==> config.mk <==
export PLATFORM = sky130hd
export DESIGN_NAME = tlvdc_parser
export DESIGN_NICKNAME = d
export VERILOG_FILES = /design/src/hdl/tlvdc_pkg.sv /design/src/hdl/tlvdc_parser.sv
export VERILOG_INCLUDE_DIRS = /design/src /design/src/hdl
export SDC_FILE = /design/constraint.sdc
export NUM_CORES = 1
export LEC_CHECK = 0
export BUFFER_PORTS_ARGS = -buffer_cell sky130_fd_sc_hd__buf_2
export CAP_MARGIN = 5
export CORE_ASPECT_RATIO = 0.7
export CORE_MARGIN = 2
export CORE_UTILIZATION = 58
export DETAILED_ROUTE_END_ITERATION = 12
export GPL_ROUTABILITY_DRIVEN = 0
export PLACE_DENSITY = 0.81
export SYNTH_ARGS = -nofsm -noshare
export SYNTH_HDL_FRONTEND = slang
export SYNTH_SLANG_ARGS = --single-unit
export TNS_END_PERCENT = 10
==> constraint.sdc <==
create_clock -name clk -period 5.5 [get_ports clk]
set_input_delay 0.825 -clock clk [delete_from_list [all_inputs] [get_ports clk]]
set_output_delay 0.825 -clock clk [all_outputs]
set_load 0.1 [all_outputs]
==> src/hdl/tlv_datagram_checker_macros.svh <==
// Assertion macros shared by the TLV datagram checker RTL.
// Both macros sample on clk and are disabled while arst_n is low.
`ifndef TLV_DATAGRAM_CHECKER_MACROS_SVH
`define TLV_DATAGRAM_CHECKER_MACROS_SVH

`ifndef SYNTHESIS

// Check a property on every rising edge of clk.
`define TLV_ASSERT(lbl, prop, msg) \
	lbl: assert property (@(posedge clk) disable iff (!arst_n) (prop)) else $error(msg);

// Check that the consequent holds in the cycle after the antecedent.
`define TLV_ASSERT_NEXT(lbl, ante, cons, msg) \
	lbl: assert property (@(posedge clk) disable iff (!arst_n) (ante) |=> (cons)) else $error(msg);

`else

`define TLV_ASSERT(lbl, prop, msg)
`define TLV_ASSERT_NEXT(lbl, ante, cons, msg)

`endif

`endif

==> src/hdl/tlvdc_pkg.sv <==
package tlvdc_pkg;

	typedef enum logic [2:0] {
		PH_IDLE,
		PH_CK_LEN,
		PH_CK_FIRST,
		PH_VALUE,
		PH_D_TYPE,
		PH_D_LEN
	} phase_t;

	typedef enum logic [2:0] {
		ST_OK       = 3'd0,
		ST_HEADER   = 3'd1,
		ST_TLV_LEN  = 3'd2,
		ST_TOO_LONG = 3'd3,
		ST_MISMATCH = 3'd4
	} status_t;

	typedef enum logic [1:0] {
		REG_END_TYPE = 2'd0,
		REG_CK_TYPE  = 2'd1,
		REG_CK_LEN   = 2'd2,
		REG_MAX_LEN  = 2'd3
	} reg_index_t;

	localparam logic [7:0] END_TYPE_RST = 8'd0;
	localparam logic [7:0] CK_TYPE_RST  = 8'd1;
	localparam logic [3:0] CK_LEN_RST   = 4'd1;
	localparam logic [7:0] MAX_LEN_RST  = 8'd64;

	// Fixed part of a frame that is not data TLV payload
	localparam logic [7:0] TLV_OVERHEAD = 8'd5;

	typedef struct packed {
		logic [7:0] end_type;
		logic [7:0] ck_type;
		logic [3:0] ck_len;
		logic [7:0] max_len;
	} cfg_t;

	typedef struct packed {
		logic       valid;
		status_t    status;
		logic [7:0] total_length;
		logic [7:0] computed_checksum;
	} result_t;

endpackage

==> src/hdl/tlvdc_parser.sv <==
`include "tlv_datagram_checker_macros.svh"

module tlvdc_parser
	import tlvdc_pkg::*;
(
	input  logic       clk,
	input  logic       arst_n,
	input  logic       step,
	input  logic [7:0] data_byte,
	input  logic       frame_start,
	input  cfg_t       cfg,
	output result_t    res
);

	phase_t     phase_q, phase_d;
	logic [7:0] xor_q, xor_d;
	logic [7:0] rx_ck_q, rx_ck_d;
	logic [7:0] left_q, left_d;
	logic [8:0] len_q, len_d;
	logic       in_ck_q, in_ck_d;

	logic [7:0] tlv_limit;
	logic       type_bad;
	logic       ck_len_bad;
	logic       len_bad;
	logic       too_long;
	logic       is_end;
	logic       last_value;
	logic [9:0] len_sum;

	assign tlv_limit  = (cfg.max_len >= TLV_OVERHEAD) ? (cfg.max_len - TLV_OVERHEAD) : 8'd0;
	assign type_bad   = (data_byte != cfg.ck_type);
	assign ck_len_bad = (data_byte != {4'd0, cfg.ck_len});
	assign len_bad    = (data_byte == 8'd0) || (data_byte > tlv_limit);
	assign len_sum    = {1'b0, len_q} + 10'd1 + {2'd0, data_byte};
	assign too_long   = (len_sum > {2'd0, cfg.max_len});
	assign is_end     = (data_byte == cfg.end_type);
	assign last_value = (left_q == 8'd1);

	always_comb begin : next_state
		phase_d = phase_q;
		if (frame_start) begin
			phase_d = type_bad ? PH_IDLE : PH_CK_LEN;
		end else begin
			case (phase_q)
				PH_CK_LEN: begin
					phase_d = (ck_len_bad || len_bad) ? PH_IDLE : PH_CK_FIRST;
				end
				PH_CK_FIRST: begin
					phase_d = last_value ? PH_D_TYPE : PH_VALUE;
				end
				PH_VALUE: begin
					if (last_value)
						phase_d = PH_D_TYPE;
				end
				PH_D_TYPE: begin
					phase_d = is_end ? PH_IDLE : PH_D_LEN;
				end
				PH_D_LEN: begin
					phase_d = (len_bad || too_long) ? PH_IDLE : PH_VALUE;
				end
				default: phase_d = PH_IDLE;
			endcase
		end
	end

	always_comb begin : outputs
		xor_d   = xor_q;
		rx_ck_d = rx_ck_q;
		left_d  = left_q;
		len_d   = len_q;
		in_ck_d = in_ck_q;
		res     = '{valid: 1'b0, status: ST_OK, total_length: 8'd0, computed_checksum: 8'd0};
		if (frame_start) begin
			xor_d   = 8'd0;
			rx_ck_d = 8'd0;
			left_d  = 8'd0;
			in_ck_d = 1'b1;
			if (type_bad) begin
				len_d      = 9'd0;
				res.valid  = 1'b1;
				res.status = ST_HEADER;
			end else begin
				len_d = 9'd1;
			end
		end else begin
			case (phase_q)
				PH_CK_LEN: begin
					if (ck_len_bad || len_bad) begin
						res.valid        = 1'b1;
						res.status       = ck_len_bad ? ST_HEADER : ST_TLV_LEN;
						res.total_length = len_q[7:0];
					end else begin
						len_d  = len_q + 9'd1;
						left_d = data_byte;
					end
				end
				PH_CK_FIRST: begin
					rx_ck_d = data_byte;
					len_d   = len_q + 9'd1;
					left_d  = left_q - 8'd1;
					if (last_value)
						in_ck_d = 1'b0;
				end
				PH_VALUE: begin
					// skip the rest of the checksum value, fold data values
					if (!in_ck_q)
						xor_d = xor_q ^ data_byte;
					len_d  = len_q + 9'd1;
					left_d = left_q - 8'd1;
					if (last_value)
						in_ck_d = 1'b0;
				end
				PH_D_TYPE: begin
					if (is_end) begin
						res.valid             = 1'b1;
						res.status            = (xor_q == rx_ck_q) ? ST_OK : ST_MISMATCH;
						res.total_length      = len_q[7:0] + 8'd1;
						res.computed_checksum = xor_q;
					end else begin
						xor_d = xor_q ^ data_byte;
						len_d = len_q + 9'd1;
					end
				end
				PH_D_LEN: begin
					if (len_bad || too_long) begin
						res.valid             = 1'b1;
						res.status            = len_bad ? ST_TLV_LEN : ST_TOO_LONG;
						res.total_length      = len_q[7:0];
						res.computed_checksum = xor_q;
					end else begin
						xor_d   = xor_q ^ data_byte;
						len_d   = len_q + 9'd1;
						left_d  = data_byte;
						in_ck_d = 1'b0;
					end
				end
				default: ;
			endcase
		end
	end

	always_ff @(posedge clk or negedge arst_n) begin
		if (!arst_n) begin
			phase_q <= PH_IDLE;
			xor_q   <= 8'd0;
			rx_ck_q <= 8'd0;
			left_q  <= 8'd0;
			len_q   <= 9'd0;
			in_ck_q <= 1'b0;
		end else if (step) begin
			phase_q <= phase_d;
			xor_q   <= xor_d;
			rx_ck_q <= rx_ck_d;
			left_q  <= left_d;
			len_q   <= len_d;
			in_ck_q <= in_ck_d;
		end
	end

	`TLV_ASSERT_NEXT(a_result_goes_idle, step && res.valid, phase_q == PH_IDLE, "parser not idle after result")
	`TLV_ASSERT(a_value_count_live, (phase_q != PH_VALUE) || (left_q != 8'd0), "value phase with no bytes left")
	`TLV_ASSERT(a_length_bounded, len_q <= 9'd256, "running length out of range")

endmodule

==> summary.md, run 1 <==
The flow ran to the end, and the final reports show no timing, DRC or antenna violations. The tools report the count of max-cap constraint violations as 0. Along the worst path, the maximum fanout reaches 8. The tools report the length of the first detailed-routing pass in iterations as 6. The sum of overflow across all layers after global routing is 0, and the chip height is 72.9 um. The worst-skew pair later-pin latency is 0.30 ns, and the final-layout fill cell count is 538. The logs give 0 for the final antenna diode count and 25 for the number of rows in the core area. For the HPWL after detailed placement, the log shows 8570 um.

The number of H-tree levels was 2; the achievable frequency was 188 MHz. For this run, the post-layout net count is 612. The Yosys step of the flow raised 0 warnings. The final number of hold-violating endpoints was 0. met2 is the most crowded layer. The logs give 4.68 ns for the endpoint required time on the critical path and 0 for the final setup violation count. The detailed router placed 4118 vias in this run.

Buffers inserted to repair hold after CTS numbered 0. The tools report the library cell used as clock root buffer as clkbuf_8. The register bit total from synthesis works out to 37. The leakage dissipation was 2.05 nW; the layout overhead on the synthesized area was 18.3%.

The number of buffer cells added on primary ports came out at 59. VDD sags by at most 105 uV. For flop-to-flop paths, the worst setup slack is 1.38 ns. The met3 capacity usage during global routing was 0.0613. The first global-routing pass estimated 18700 um of wire. Once layout is done, the placed cells without fillers occupy 4650 um^2.

Pin placement for this block handled 60 I/O pins. The logs give 4520 um^2 for the total placed instance area and 38 for the pin count of the biggest net entering global routing. Dividing total power by cell area gives a power density of 198 nW/um^2.

In this run the worst hold path is classified as flip-flop to flip-flop. The number of nets with antenna violations after detailed routing was 0. The post-route clock period utilization works out to 0.968. The tools report the category of the worst setup path capture point as an output pin. The maximum count of clock buffers along a single path was 2; the number of non-filler instances in the completed layout was 637. The initial antenna violation count came out at 0.

The layout cell share with drive strength beyond 1 is 0.203, and the average cell area after synthesis is 7.95 um^2. Number of synthesized flops with an enable pin: 0. The logs give 629 for the count of placed standard cells including taps and 7460 um^2 for the overall die area. The area fraction of the dominant cell type after synthesis is 0.236.

In the post-synthesis netlist, the cell with the most instances is nand2_1. After clock tree synthesis, the setup repair step added 0 buffers. The routed design has 11500 um of wire.

The via count of the first global-routing pass is 3788, and the synthesized area is 3930 um^2. Clock-pin slew was measured on the worst setup and hold paths at 0.07 ns. The commonest cells after synthesis are nand2_1, dfrtp_1, a21oi_1. The run gives 564 as the synthesized net count. Registers take 926 um^2. By area the synthesized netlist is led by dfrtp_1, ha_1, xor2_1, nand2_1, a21oi_1. After detailed routing, the number of vias per cell comes to 6.46.

In this run the horizontal extent of the chip is 102 um. The tools report the worst endpoint data arrival time as 4.50 ns. For the pin with the worst max-slew slack, the measured transition is 1.04 ns. After detailed routing, the average wire length per cell comes to 18.0 um. The run gives 0.236 as the sequential area share after synthesis. The routed design could run at a clock period as short as 5.32 ns.

The run gives 0.320 as the overall track demand over capacity in global routing. TritonCTS built the clock tree. For the worst-case headroom to the max-slew limit, the log shows 0.307.

Synthesis handed over a netlist of 494 instances. Cell accounting for the most synthesized area: dfrtp_1. The global routing usage on met2 is 0.494. The number of remaining DRC errors was 0; the fraction of registers with async set/reset was 1.00. First-iteration detailed-routing DRC count: 427. The tools report the starting density of the core as 0.590. The tools report the post-layout utilization of the core as 0.697. The worst setup path is launched from a primary input. Among all flip-flop cells after synthesis, the most frequent one is dfrtp_1. The critical path is of the primary input to output pin type. Clock skew on the completed layout was measured at 0.0109 ns.

The area of the core region is 6660 um^2, and the final-report max-slew violation count is 0. Distinct cell type count of the synthesized netlist: 73. Total clock buffers created by CTS: 5. The CTS sink count came out at 37.

The met1 capacity usage during global routing was 0.459; the multi-input combinational cell area was 2920 um^2.
worst max-delay path, cell delays in order:
cell and delay [ns]:
buf_2 0.12, inv_1 0.08, ha_1 0.17, inv_1 0.06
fa_1 0.42, a211oi_2 0.29, nor2_1 0.11, o21ai_0 0.15
nand2_1 0.08, xor2_1 0.15, ha_1 0.30, o21a_1 0.13
o22ai_1 0.07, a41o_1 0.23, o2111a_2 0.20, a21oi_2 0.17
o21ai_1 0.10, buf_6 0.18, o2bb2a_1 0.33, nor2_4 0.13
buf_12 0.19
area by class of cell:
type,count,share of cell area
multi-input combinational,410,0.627
clock inverter,3,0.00996
tap,94,0.0253
clock buffer,5,0.0148
timing repair buffer,67,0.106
inverter,21,0.0170
sequential,37,0.199
layer usage:
metal,vias to the layer above,routed length [um]
li1,1915,-
met1,1964,4970
met2,210,5240
met3,29,1010
met4,0,233
met5,-,0
repair_timing:
action | 4_1_cts | 5_1_grt
endpoints found under the setup margin | 0 | 9
gates resized for setup | 0 | 4
endpoints found under the hold margin | 0 | 0
where the power goes:
group / total [mW] / internal, mW / switching [mW] / leakage, nW
Clock: 0.245 / 0.136 / 0.110 / 0.0543
Combinational: 0.343 / 0.143 / 0.201 / 1.49
Sequential: 0.332 / 0.294 / 0.0379 / 0.500
Total: 0.921 / 0.573 / 0.348 / 2.05
placed cells by master (no fill, tap or decap), drive strengths merged, types with 4 or more instances in the layout:
cell type and n:
o22a 4, inv 20, ha 29, o311ai 8, buf 67, and3 9, a21o 5, a21oi 33
a211oi 5, and2 9, xor2 28, a21boi 5, dfrtp 37, a311oi 5, nor3b 4, nand2b 12
nand4 14, o21a 4, nor2b 4, o31ai 6, o21ai 32, nor2 29, nand3 24, nand2 62
clkbuf 5, a31oi 5, nor3 15, nor4 11, a211o 5, xnor2 9
state kept, by name, summed over array words and instances (netlist names):
| register | count |
|---|---|
| xor_q | 8 |
| len_q | 9 |
| rx_ck_q | 8 |
| phase_q | 3 |
| in_ck_q | 1 |
| left_q | 8 |
per-stage QoR:
step | worst slack, ns | power, mW | hold WS, ns | TNS (ns)
finish | 0.178 | 0.921 | 0.496 | 0
global route | -0.0220 | 0.973 | 0.525 | -0.0370
global placement | 0.161 | 0.650 | 0.471 | 0
detailed placement | 0.0107 | 0.668 | 0.478 | 0
floorplan | -0.232 | 0.573 | 0.447 | -1.54
CTS | 0.00767 | 0.914 | 0.496 | 0
cell families (layout without fill, tap and decap cells):
| group | after synthesis | after routing | synth area share |
|---|---|---|---|
| muxes | 3 | 3 | 0.00923 |
| DFF | 37 | 37 | 0.236 |
| buffers and inverters | 47 | 96 | 0.0560 |
| AOI/OAI and AO/OA | 141 | 141 | 0.255 |
| and+or+nand+nor | 199 | 199 | 0.264 |
| adders and majority gates | 30 | 30 | 0.0975 |
| xor gates and xnor gates | 37 | 37 | 0.0825 |
worst paths after layout:
check	startpoint	end	cells past startpoint
max	data_byte[0]	res[9]	21
min	rx_ck_q[4]	rx_ck_q[4]	2
max reg2reg	len_q[0]	len_q[2]	18
min reg2reg	rx_ck_q[4]	rx_ck_q[4]	2
max in group asynchronous	arst_n	left_q[7]	1
min in group asynchronous	arst_n	xor_q[3]	1
Power figures use the tool's default switching activity.
==> run 2: changes to the inputs <==
--- a/config.mk
+++ b/config.mk
@@ -9,7 +9,7 @@
 export BUFFER_PORTS_ARGS = -buffer_cell sky130_fd_sc_hd__buf_2
 export CAP_MARGIN = 5
 export CORE_ASPECT_RATIO = 0.7
-export CORE_MARGIN = 2
+export CORE_MARGIN = 10
 export CORE_UTILIZATION = 58
 export DETAILED_ROUTE_END_ITERATION = 12
 export GPL_ROUTABILITY_DRIVEN = 0
==> run 2 against run 1 <==
- clock-buffer cell count stayed put
- highest routed layer unchanged
- critical endpoint unchanged
- clock power is 18% higher
- critical path type unchanged
- die area is 41% higher
==> summary.md, run 2 (same netlist as run 1, synthesis figures left out) <==
The routed design uses 5540 um of met2 wire. Wire segments on met3 add up to 1620 um in the final route. Power spread over the standard cell area amounts to 206 nW/um^2.

Across the run, the number of max-cap violations was 0. Buffers inserted to repair hold after CTS numbered 0. For the worst-skew pair later-pin latency, the log shows 0.30 ns.

Leaving out fill and tap cells, the most frequent cells in the layout are nand2_1, buf_2, dfrtp_1. The share of total power in the clock network was 0.293. Setup violations remaining at the end of the flow were counted as 0. At the worst endpoint, the required time is 4.68 ns. The pre-antenna-repair detailed-routing pass consisted of 6 iterations. The global-route wire length before repair came out at 20600 um. The part of the total power dissipated in combinational logic was 0.368. The floorplan step set the die width to 118 um. Across all setup checks in the final design, the least slack found is 0.102 ns. The run finished with clean final reports. Library cell used as clock root buffer: clkbuf_8. The flip-flop count of the largest register after layout was 9; the overall die area was 10500 um^2. The post-CTS clock slew at the launch and capture registers of the worst setup and hold paths works out to 0.09 ns. 0 antenna diodes ended up in the layout.

TritonCTS built the clock tree. On the final layout, the worst clock skew is 0.0118 ns. In the final timing run, aggregate negative setup slack is 0 ns. Summed over all nets, the switching power comes to 0.359 mW. At the pin with the least slew margin, the transition time is 0.997 ns. Largest register by flop count: len_q.

OpenSTA, run right after detailed placement, puts the worst setup slack at 0.00365 ns. The logs give 0.339 for the share of total power in sequential cells and 0 for the final-report max-slew violation count. The number of rows in the core area came out at 24.

The tools report the hold-critical path endpoint as rx_ck_q[6]. The worst hold path passes through 2 cells. The layout cell share with drive strength beyond 1 was 0.208; the maximum VDD drop was 152 uV. The pin count of the biggest net entering global routing was 38. The logs give 4045 for the via count of the first global-routing pass and 543 for the first-iteration detailed-routing DRC count.

The worst setup path is of the primary input to output pin kind. In this run the standard cell core region covers 6400 um^2. The number of H-tree levels was 2; the number of buffer cells added on primary ports was 59. The average vias per placed instance was 6.62; the maximum count of clock buffers along a single path was 2. The path class of the tightest hold or removal check is flip-flop to flip-flop. The tools report the critical path launch point type as a primary input. The hold path startpoint is rx_ck_q[6]. The tools report the worst-case headroom to the max-slew limit as 0.335. The starting density of the core is 0.614. The layout overhead on the synthesized area is 21.9%. STA classifies the critical path endpoint as an output pin. The overall track demand over capacity in global routing was 0.236; the worst endpoint data arrival time was 4.57 ns. Per-cell routed wire length: 19.8 um. Timing would allow up to 185 MHz. For this block, the routed nets add up to 12700 um of wire. Across all register-to-register paths, the minimum setup slack is 1.04 ns. The count of nets left with antenna violations once routing finished came out at 0. The switching fraction of total power was 0.363. The highest metal layer with signal wires is met4. The highest net fanout along the worst path works out to 8. In this run the critical register-to-register path is captured at len_q[0]. The CTS sink count is 37.

The total internal power is 0.629 mW. The run gives 0 as the sum of overflow across all layers after global routing. The final critical delay including setup and external delays was 5.40 ns; the leakage dissipation was 2.10 nW. The run gives 9520 um as the HPWL after detailed placement. The run gives 0 as the final number of hold-violating endpoints. Summing over every cut layer, the via total after detailed routing is 4228. The most frequent standard cell in the layout excluding fill and tap cells was nand2_1. The tools report the worst flop-to-flop path startpoint as len_q[2]. Post-route clock period utilization: 0.981. The I/O pin count is 60, and the number of nets in the layout is 617. The number of cells on the worst reg-to-reg path was 18; the chip height was 88.9 um. The initial antenna violation count came out at 0. Buffers inserted during clock tree synthesis total 5.

For the number of remaining DRC errors, the log shows 0. After detailed routing, the wire length on met1 is 5280 um.
run 2: per-stage QoR:
step / cells / power (mW) / utilization / hold slack (ns) / instance area, um^2
2_1_floorplan: 494 / 0.573 / - / 0.447 / 4050
3_3_place_gp: 628 / 0.657 / 0.722 / 0.472 / 4620
3_5_place_dp: 628 / 0.675 / 0.722 / 0.478 / 4620
4_1_cts: 636 / 0.967 / 0.744 / 0.496 / 4760
5_1_grt: 639 / 1.04 / 0.749 / 0.518 / 4790
6_report: 639 / 0.989 / 0.749 / 0.503 / 4790
run 2: layer usage:
layer  vias up  track usage
met3        37       0.0604
met4         0       0.0641
li1       1929            -
met1      1974        0.313
met5         -            0
met2       288        0.375
run 2: how the worst max path moves through the flow:
| stage | start | to | slack [ns] | cells past startpoint |
|---|---|---|---|---|
| floorplan | data_byte[0] | res[10] | -0.23 | 19 |
| global placement | data_byte[0] | res[9] | 0.18 | 21 |
| detailed placement | data_byte[0] | res[9] | 0.004 | 21 |
| CTS | data_byte[0] | res[9] | 0.08 | 21 |
| global route | data_byte[0] | res[9] | -0.01 | 21 |
| finish | data_byte[2] | res[9] | 0.10 | 20 |
run 2: timing repair:
| item | CTS | global route |
|---|---|---|
| endpoints found under the setup margin | 1 | 8 |
| setup buffers | 0 | 3 |
| gates cloned | 0 | 0 |
| pin swaps | 0 | 2 |
| gates resized for setup | 1 | 3 |
run 2: cell type report:
type,count,area [um^2]
clock buffer,5,68.8
clock inverter,3,68.8
fill,486,1610
inverter,21,78.8
multi-input combinational,410,2910
sequential,37,926
tap,91,114
timing repair buffer,72,622
run 2: worst max-delay path, cell delays in order:
cell and delay [ns]:
buf_2 0.12, ha_1 0.37, o21a_1 0.22, o31a_1 0.16, o21a_1 0.21, nor2_2 0.13, o21ai_0 0.11, a21oi_1 0.22
xnor2_1 0.11, ha_1 0.33, o21a_1 0.13, o22ai_1 0.07, a41o_1 0.25, o2111a_2 0.18, a21oi_1 0.19, o21ai_1 0.12
buf_6 0.18, o2bb2a_1 0.34, nor2_4 0.12, buf_12 0.19
run 2: power groups by stage:
stage	Sequential, mW	Clock, mW	Combinational [mW]
floorplan	0.322	0	0.250
global placement	0.336	0	0.321
detailed placement	0.338	0	0.337
CTS	0.333	0.291	0.343
global route	0.339	0.305	0.398
finish	0.335	0.290	0.364
==> run 3: changes to the inputs <==
--- a/config.mk
+++ b/config.mk
@@ -10,10 +10,10 @@
 export CAP_MARGIN = 5
 export CORE_ASPECT_RATIO = 0.7
 export CORE_MARGIN = 10
-export CORE_UTILIZATION = 58
+export CORE_UTILIZATION = 53
 export DETAILED_ROUTE_END_ITERATION = 12
 export GPL_ROUTABILITY_DRIVEN = 0
-export PLACE_DENSITY = 0.81
+export PLACE_DENSITY = 0.78
 export SYNTH_ARGS = -nofsm -noshare
 export SYNTH_HDL_FRONTEND = slang
 export SYNTH_SLANG_ARGS = --single-unit
==> constraint.sdc (replaced) <==
create_clock -name clk -period 4.4 [get_ports clk]
set_input_delay 0.66 -clock clk [delete_from_list [all_inputs] [get_ports clk]]
set_output_delay 0.66 -clock clk [all_outputs]
set_load 0.1 [all_outputs]
==> run 3 against run 2 <==
- the flow now finishes with violations (setup timing)
- register-to-register slack worse by 0.59 ns
- combinational power up 40%
- setup slack worse by 0.33 ns
- sequential share of layout area down 1.0 points
- largest power group unchanged
- core utilization down 5.2 points
- highest routed layer unchanged
- sequential power up 21%
- cell count up 4.2%
- hold slack worse by 0.042 ns
- largest cell class unchanged
- die area up 7.5%
- sequential cell count unchanged
- clock-buffer cell count unchanged
==> summary.md, run 3 (same netlist as run 1, synthesis figures left out) <==
The HPWL after detailed placement was 9760 um; the post-route clock period utilization was 1.05. The achievable frequency was 216 MHz. The run gives 0 as the initial antenna violation count.

The power density of the placed cells came out at 253 nW/um^2. For the sum of internal, switching and leakage power, the log shows 1.28 mW. The logs give 5 for the total clock buffers created by CTS and 3.74 ns for the endpoint required time on the critical path. After clock tree synthesis, the clock-pin slew on the worst setup and hold paths is 0.09 ns. Entering global routing, the biggest net connects 38 pins.

Library cell used as clock root buffer: clkbuf_8. Final critical delay including setup and external delays: 4.63 ns. Setup repair after global routing could not meet its margin everywhere. The starting density of the core is 0.542, and the count of placed standard cells including taps is 658. Number of non-filler instances in the completed layout: 666.

The core region is 7250 um^2. The number of nets in the layout was 637; the maximum cell stage delay along the critical path was 0.33 ns. The flip-flop count of the largest register after layout is 9, and the final antenna diode count is 0. The clock drives 37 sinks.

The worst register-to-register path has a depth of 19. The library cell used most frequently in the layout, excluding fill and tap cells, is nand2_1. The largest register by flop count was len_q.

In the layout the commonest cells are nand2_1, buf_2, dfrtp_1. Counting along the longest clock path gives a buffer depth of 2. The signal on the critical path passes through buf_2, ha_1, nor2b_1, o31a_1, o21a_1, nor2_2, o21ai_1, a21oi_1, xnor2_1, ha_1, o21a_1, o22ai_1, a41o_1, o2111a_2, a21oi_4, o21ai_4, buf_6, a311oi_4, buf_12. The final reports fail on setup timing.

The number of H-tree levels came out at 2. The number of buffer cells added on primary ports is 59, and the final number of hold-violating endpoints is 0. The run gives 12600 um as the total routed wirelength.

The worst setup path is launched from a primary input. The switching fraction of total power was 0.357; the share of total power in sequential cells was 0.316. The via count of the first global-routing pass was 4192. The first global-routing pass estimated 20900 um of wire. The largest clock skew in the final design was 0.0147 ns. After detailed routing, the number of remaining DRC violations is 0. STA puts the critical path data arrival time at 3.97 ns. The layout cell share with drive strength beyond 1 was 0.252. The flop-to-flop setup slack was 0.45 ns; the count of max-cap constraint violations was 0.

The multi-input combinational cell area was 2960 um^2. Registers take 926 um^2. The kind of critical path was primary input to output pin. The path length in cells of the critical path is 19, and the total buffers and inverters traversed by the critical path is 3. The worst hold path belongs to the class primary input to async pin. I/O pin count: 60.

Of all nets on the critical path, the largest fanout is 5. The final-report max-slew violation count came out at 0. The run gives 0.460 ns as the worst hold margin. The logs give 11300 um^2 for the overall die area and 0.30 ns for the worst-skew pair later-pin latency. The run gives 169 uV as the maximum VDD drop. The run finished, with violations left.

The gate family responsible for the most delay along the worst path is compound AO/OA/AOI/OAI gates. The sum of overflow across all layers after global routing was 0; the total internal power was 0.824 mW. TritonCTS built the clock tree. After detailed routing, the number of vias per cell comes to 6.39.

The most utilized layer in the global route result is met2. The slowest cell on the critical path was a311oi_4. The layout overhead on the synthesized area was 28.8%; the via count was 4256. After detailed routing, the average wire length per cell comes to 18.9 um. Setup violations remaining at the end of the flow were counted as 17.

For this run, the detailed router's first-pass iteration total came to 6. The global routing usage on met2 was 0.353; the first-iteration detailed-routing DRC count was 477. The least setup slack across all paths after layout was -0.226 ns; the number of nets with antenna violations after detailed routing was 0. The summed area of non-filler cells in the final layout was 5060 um^2. The run gives 0.398 as the part of the total power dissipated in combinational logic. After floorplanning, the core was divided into 26 placement rows. The share of total power in the clock network is 0.285, and the horizontal die dimension is 123 um. After detailed placement, the total cell area comes to 4890 um^2.

For the final-layout fill cell count, the log shows 572. The worst setup path is captured at an output pin. The slew at the pin closest to its max-slew limit was 1.04 ns; the worst-case headroom to the max-slew limit was 0.309. The overall track demand over capacity in global routing came out at 0.225.

The chip height came out at 92.0 um. Leakage dissipation: 2.21 nW. Summed over all nets, the switching power comes to 0.457 mW. The logs give 0.0588 for the met3 capacity usage during global routing and 0.294 for the met1 capacity usage during global routing.
-- run 3: metrics by stage --
stage	setup slack (ns)	util	TNS [ns]
floorplan	-0.439	-	-3.91
global placement	-0.199	0.675	-1.77
detailed placement	-0.280	0.675	-3.00
CTS	-0.198	0.697	-1.80
global route	-0.354	0.697	-4.86
finish	-0.226	0.697	-2.30
-- run 3: path summary, 6_finish.rpt --
| kind | from | end |
|---|---|---|
| min in group clk | in_ck_q | in_ck_q |
| hold reg to reg | in_ck_q | in_ck_q |
| hold / removal | arst_n | xor_q[2] |
| max in group asynchronous | arst_n | xor_q[4] |
| setup / recovery | data_byte[1] | res[15] |
| setup reg to reg | len_q[0] | len_q[0] |
-- run 3: layout make-up --
class | instances | share of cell area
inverter | 21 | 0.0166
clock inverter | 3 | 0.0136
clock buffer | 5 | 0.0136
tap | 98 | 0.0242
sequential | 37 | 0.183
timing repair buffer | 92 | 0.164
multi-input combinational | 410 | 0.584
-- run 3: what timing repair did --
item,4_1_cts,5_1_grt
hold buffers,0,0
gates resized for setup,8,2
setup buffers,0,0
pin swaps,4,1
endpoints found under the setup margin,18,19
-- run 3: metal layers --
metal,vias up,part of all wire
li1,1969,-
met4,0,0.024
met3,32,0.081
met5,-,0
met1,2063,0.43
met2,192,0.47
-- run 3: power by group through the flow --
stage          sequential (mW)  clock (mW)  combinational (mW)
6_report                 0.405       0.366               0.510
3_3_place_gp             0.408           0               0.475
4_1_cts                  0.404       0.368               0.503
3_5_place_dp             0.410           0               0.498
2_1_floorplan            0.403           0               0.325
5_1_grt                  0.410       0.381               0.562
